## config.mk

```make
export PLATFORM = sky130hd
export DESIGN_NAME = bcomp_div
export DESIGN_NICKNAME = d
export VERILOG_FILES = /design/src/hw/rtl/bcomp_pkg.sv /design/src/hw/rtl/bcomp_div.sv
export SDC_FILE = /design/constraint.sdc
export NUM_CORES = 2
export LEC_CHECK = 0
export BUFFER_PORTS_ARGS = -buffer_cell sky130_fd_sc_hd__buf_2
export CAP_MARGIN = 20
export CORE_ASPECT_RATIO = 2
export CORE_MARGIN = 10
export CORE_UTILIZATION = 35
export CTS_CLUSTER_DIAMETER = 100
export DETAILED_ROUTE_END_ITERATION = 6
export PLACE_DENSITY = 0.59
export RECOVER_POWER = 50
export SYNTH_ARGS = -nofsm -noshare
export SYNTH_HDL_FRONTEND = slang
export SYNTH_SLANG_ARGS = --single-unit
```

## constraint.sdc

```tcl
create_clock -name clk -period 5.17 [get_ports clk]
set_clock_uncertainty 0.15 [all_clocks]
set_input_delay 0.2585 -clock clk [delete_from_list [all_inputs] [get_ports clk]]
set_output_delay 0.2585 -clock clk [all_outputs]
set_load 0.005 [all_outputs]
```

## src/hw/rtl/bcomp_pkg.sv

```systemverilog
// Shared types and constants for the barometric compensation block.
// No dependencies; imported by bcomp_div and the top level.
package bcomp_pkg;

  localparam int DivBits   = 32;
  localparam int RawTWidth = 16;
  localparam int RawPWidth = 19;
  localparam int TempWidth = 16;
  localparam int PresWidth = 20;
  localparam int CfgWidth  = 32;

  localparam logic [31:0] B6Offset   = 32'd4000;
  localparam logic [31:0] B4Offset   = 32'd32768;
  localparam logic [31:0] PresFactor = 32'd50000;
  localparam logic [31:0] PCoefA     = 32'd3038;
  localparam logic [31:0] PCoefB     = 32'd7357;
  localparam logic [31:0] PCoefC     = 32'd3791;
  localparam logic [31:0] PresMax    = 32'd1048575;

  typedef enum logic [2:0] {
    REG_COEFF0 = 3'd0,
    REG_COEFF1 = 3'd1,
    REG_COEFF2 = 3'd2,
    REG_COEFF3 = 3'd3,
    REG_COEFF4 = 3'd4,
    REG_OSS    = 3'd5
  } cfg_idx_t;

  typedef enum logic [1:0] {
    STAT_OK   = 2'd0,
    STAT_DIV0 = 2'd1,
    STAT_SAT  = 2'd2
  } status_t;

endpackage

```

## src/hw/rtl/bcomp_div.sv

```systemverilog
// Pipelined unsigned restoring divider, one quotient bit per stage.
// Carries a sideband word alongside each request. Uses bcomp_pkg.
module bcomp_div #(
  parameter int SW = 1
) (
  input  logic                          clk,
  input  logic                          rst,
  input  logic                          in_valid,
  input  logic [bcomp_pkg::DivBits-1:0] num,
  input  logic [bcomp_pkg::DivBits-1:0] den,
  input  logic [SW-1:0]                 side_in,
  output logic                          out_valid,
  output logic [bcomp_pkg::DivBits-1:0] quo,
  output logic [SW-1:0]                 side_out
);
  import bcomp_pkg::*;

  localparam int N = DivBits;

  logic          v [0:N];
  logic [N-1:0]  n [0:N];
  logic [N-1:0]  d [0:N];
  logic [N-1:0]  r [0:N];
  logic [N-1:0]  q [0:N];
  logic [SW-1:0] s [0:N];

  assign v[0] = in_valid;
  assign n[0] = num;
  assign d[0] = den;
  assign r[0] = '0;
  assign q[0] = '0;
  assign s[0] = side_in;

  for (genvar i = 0; i < N; i++) begin : g_stage
    logic [N:0]   rsh;
    logic [N:0]   diff;
    logic         qbit;
    logic [N-1:0] r_next;

    always_comb begin
      rsh    = {r[i], n[i][N-1]};
      diff   = rsh - {1'b0, d[i]};
      qbit   = !diff[N];
      r_next = qbit ? diff[N-1:0] : rsh[N-1:0];
    end

    always_ff @(posedge clk) begin
      if (rst) begin
        v[i+1] <= 1'b0;
      end else begin
        v[i+1] <= v[i];
      end
      n[i+1] <= n[i] << 1;
      d[i+1] <= d[i];
      r[i+1] <= r_next;
      q[i+1] <= {q[i][N-2:0], qbit};
      s[i+1] <= s[i];
    end
  end

  assign out_valid = v[N];
  assign quo       = q[N];
  assign side_out  = s[N];

endmodule

```

==> summary.md <==
| Metric | Value |
|---|---|
| Total grt overflow | `0` |
| Syn Area/Cell | `between 10 and 15 um^2` |
| Arr. time, crit path | `~5.6 ns` |
| Most frequent CP cell | `o21ai_0` |
| Fillers | `between 30000 and 40000` |
| Setup Slack @ Placement | `0.317 ns` |
| Initial antenna violation count | `10` |
| Clk Latency, worst-skew pair | `0.93 ns` |
| Post-synthesis xor/xnor area fraction | `0.0583` |
| PD cells | `~760 nW/um^2` |
| Root buf cell | `clkbuf_16` |
| Post-route setup slack | `0.174 ns` |
| FP Rows | `309` |
| Synth Area in Compound Gates | `0.147` |
| Iteration count of the initial detailed-routing pass | `5` |
| #FFs+latches synth | `between 3000 and 4000` |
| Multiplexer share of the synthesized area | `0.0655` |
| Die Height | `~860 um` |
| Yosys top cell area share | `0.493` |
| Setup TNS | `0 ns` |
| Setup crit end kind | `flop` |
| CTS buffer count | `roughly 290` |
| Slowest CP cell | `nor4_1` |
| DP HPWL | `between 200 and 250 mm` |
| Post-synth EDFFs | `0` |
| CTS HTree Levels | `5` |
| Final #Nets | `about 14000` |
| Starting density of the core | `0.352` |
| Iteration-0 DRC count of the detailed router | `approximately 2700` |
| Worst slew pin tran | `~1.1 ns` |
| DRC viols | `0` |
| CTS Buffer Depth | `4` |
| Final wirelength | `around 300 mm` |
| Status | `finished clean` |
| CTS tree | `built` |
| Worst EP required | `between 5 and 6 ns` |
| Ratio of cells with drive above 1 in the final layout | `0.114` |
| Placer Congestion | `0.934` |
| Die Area | `about 380000 um^2` |
| Min-Delay Path Class | `reg -> reg` |
| Post-synthesis simple-gate area fraction | `0.0819` |
| Largest net degree at the start of global routing | `64` |
| RSZ-0062 raised after global routing | `false` |
| Vias in the first global route | `90400` |
| Max IR drop VDD | `between 0.0004 and 0.0005 V` |
| Fin crit period | `about 5.0 ns` |
| First-pass GRT wire length | `roughly 460 mm` |
| Post-CTS sizing | `0` |
| Worst path max stage delay | `0.87 ns` |
| Final Hold Fails | `0` |
| Main synth FF type | `dfxtp_1` |
| Top fanout value on the critical path | `52` |
| Area taken by multi-input logic gates | `between 50000 and 60000 um^2` |
| Vias/cell | `slightly below 5` |
| Worst Setup Start Kind | `flop` |
| Slew Limit Fails | `0` |
| Total number of vias | `about 85000` |
| Final worst-path cycle share | `0.966` |
| Ports | `roughly 100` |
| Clk sinks | `3072` |
| Synth top area cells | `dfxtp_1 (49%), ha_1 (10%), mux2_2 (5.0%)` |
| GRT Util Overall | `0.149` |
| Leakage | `approximately 0.065 uW` |
| Yosys cell types | `between 100 and 150` |
| Post-synth ARST share | `0` |
| Sequential share of the synthesized area | `0.493` |
| Area Growth Syn to Fin | `14.6%` |
| Routed Antenna Nets | `0` |
| Clock Pin Slew Worst Setup and Hold Paths | `~0.07 ns` |
| Max Fclk | `200 MHz` |
| WS Path Type | `reg -> reg` |
| Worst rel slew slack | `0.255` |
| Final setup viols | `0` |
| Die X | `about 440 um` |
| Largest family of logic cells by synthesized area | `compound AO/OA/AOI/OAI gates` |
| Port buffer count | `around 100` |
| Routed len/inst | `17.0 um` |
| Syn Inst Count | `roughly 12000` |
| Ys Warns | `0` |
| Post-synth top area cell | `dfxtp_1` |
| Max cap viols | `0` |
| Register Area | `roughly 61000 um^2` |
| Post-Synth Adder-Cell Area | `0.105` |
| Crit path cell chain | `inv_1 > ha_1 > and2_1 > o21ai_0 > a31oi_1 > nor4_1 > o21ai_0 > buf_4 > a41o_1 > a221oi_1 > o21bai_1 > xnor2_4 > buf_12 > mux2_2` |
| Cell Area, Synth | `roughly 120000 um^2` |
| Core Box Area | `approximately 350000 um^2` |
## placed cells by master (no fill, tap or decap), types with 172 or more instances in the layout
| master | instances |
|---|---|
| a21o_1 | 462 |
| a21oi_1 | 843 |
| clkbuf_16 | 299 |
| dfxtp_1 | 3072 |
| ha_1 | 993 |
| inv_1 | 1231 |
| mux2_2 | 551 |
| nand2_1 | 652 |
| nand3_1 | 172 |
| nor2_1 | 489 |
| nor2b_1 | 176 |
| o21ai_0 | 661 |
| xnor2_1 | 490 |
| xor2_1 | 303 |
## cell usage after synthesis, drive strengths merged, types with 23 or more instances
library cell,n
clkbuf,176
ha,993
nand3,172
o21ai,689
a211oi,62
a21oi,852
o31a,30
or2,27
buf,123
a21o,464
a221oi,23
mux2i,61
a21boi,45
o21a,131
and2,62
nand2b,118
xor2,308
dfxtp,3072
xnor2,510
nand4,99
fa,30
or3,48
a211o,34
nor2b,176
nor3,96
mux2,653
inv,1231
o21bai,74
o31ai,62
a41oi,23
and3,76
o211ai,51
nand2,652
nor2,490
a31oi,98
## report_power, final
group | total [uW] | switching, uW | internal, uW
clock | 22300 | 9400 | 12900
combinational | 52200 | 27800 | 24400
sequential | 34100 | 3220 | 30900
## layout make-up
type	instances	share of cell area
diodes	62	0.00109
clock buffers	408	0.0590
clock inverters	112	0.0106
inverters	1231	0.0324
multi-input cells	7559	0.402
flip-flops and latches	3072	0.431
well taps	4665	0.0409
repair buffers	394	0.0239
## logic make-up (layout without fill, tap and decap cells)
| group | count (synthesis) | after routing |
|---|---|---|
| adders and majority gates | 1023 | 1023 |
| muxes | 714 | 714 |
| buffers and inverters | 1530 | 2145 |
| DFF | 3072 | 3072 |
| AOI/OAI and AO/OA | 2872 | 2872 |
| and+or+nand+nor | 2117 | 2117 |
| other | 1 | 77 |
| xor gates and xnor gates | 818 | 818 |
## timing repair
action | in CTS | in global routing
endpoints found under the hold margin | 114 | 0
setup endpoints to repair | 0 | 0
buffers inserted | 0 | 0
hold buffers | 133 | 0
## worst paths after layout
path / startpoint / slack (ns) / cells after the start / to
setup / recovery: d[209] / 0.17 / 14 / g_stage[27].rsh[16]
hold reg to reg: n[908] / 0.11 / 0 / n[877]
setup reg to reg: d[209] / 0.17 / 14 / g_stage[27].rsh[16]
hold / removal: n[908] / 0.11 / 0 / n[877]
## per-layer routing
metal | vias up | track usage | wire [um]
li1 | 42600 | - | -
met1 | 39700 | 0.0934 | 77200
met2 | 1300 | 0.339 | 182000
met3 | 965 | 0.0203 | 7730
met4 | 0 | 0.130 | 29800
met5 | - | 0 | 0
## registers in the layout, summed over array words and instances, names as in the netlist
signal       cells
d              992
quo             32
n              465
side_out         1
v               31
s               31
q              496
g_stage.rsh   1023
out_valid        1
## worst max-delay path: cells and delay by family (launching register included)
kind            cells  cell delay (ns)
xor+xnor            1             0.19
fa+ha+maj           1             0.42
buf+inv             3             0.52
mux                 1             0.37
simple gates        2             1.10
flops               1             0.33
compound gates      6             1.73
## through the flow
step                hold slack (ns)  cells  cell area [um^2]  utilization  power (uW)
floorplan                     0.136  12200            125000            -       72300
global placement              0.160  16800            131000        0.371       86300
detailed placement            0.162  16800            131000        0.371       87000
CTS                          0.0498  17400            143000        0.403      110000
global route                  0.112  17500            143000        0.403      116000
finish                        0.110  17500            143000        0.403      109000
Note: power is estimated with default switching activity, not from simulation.
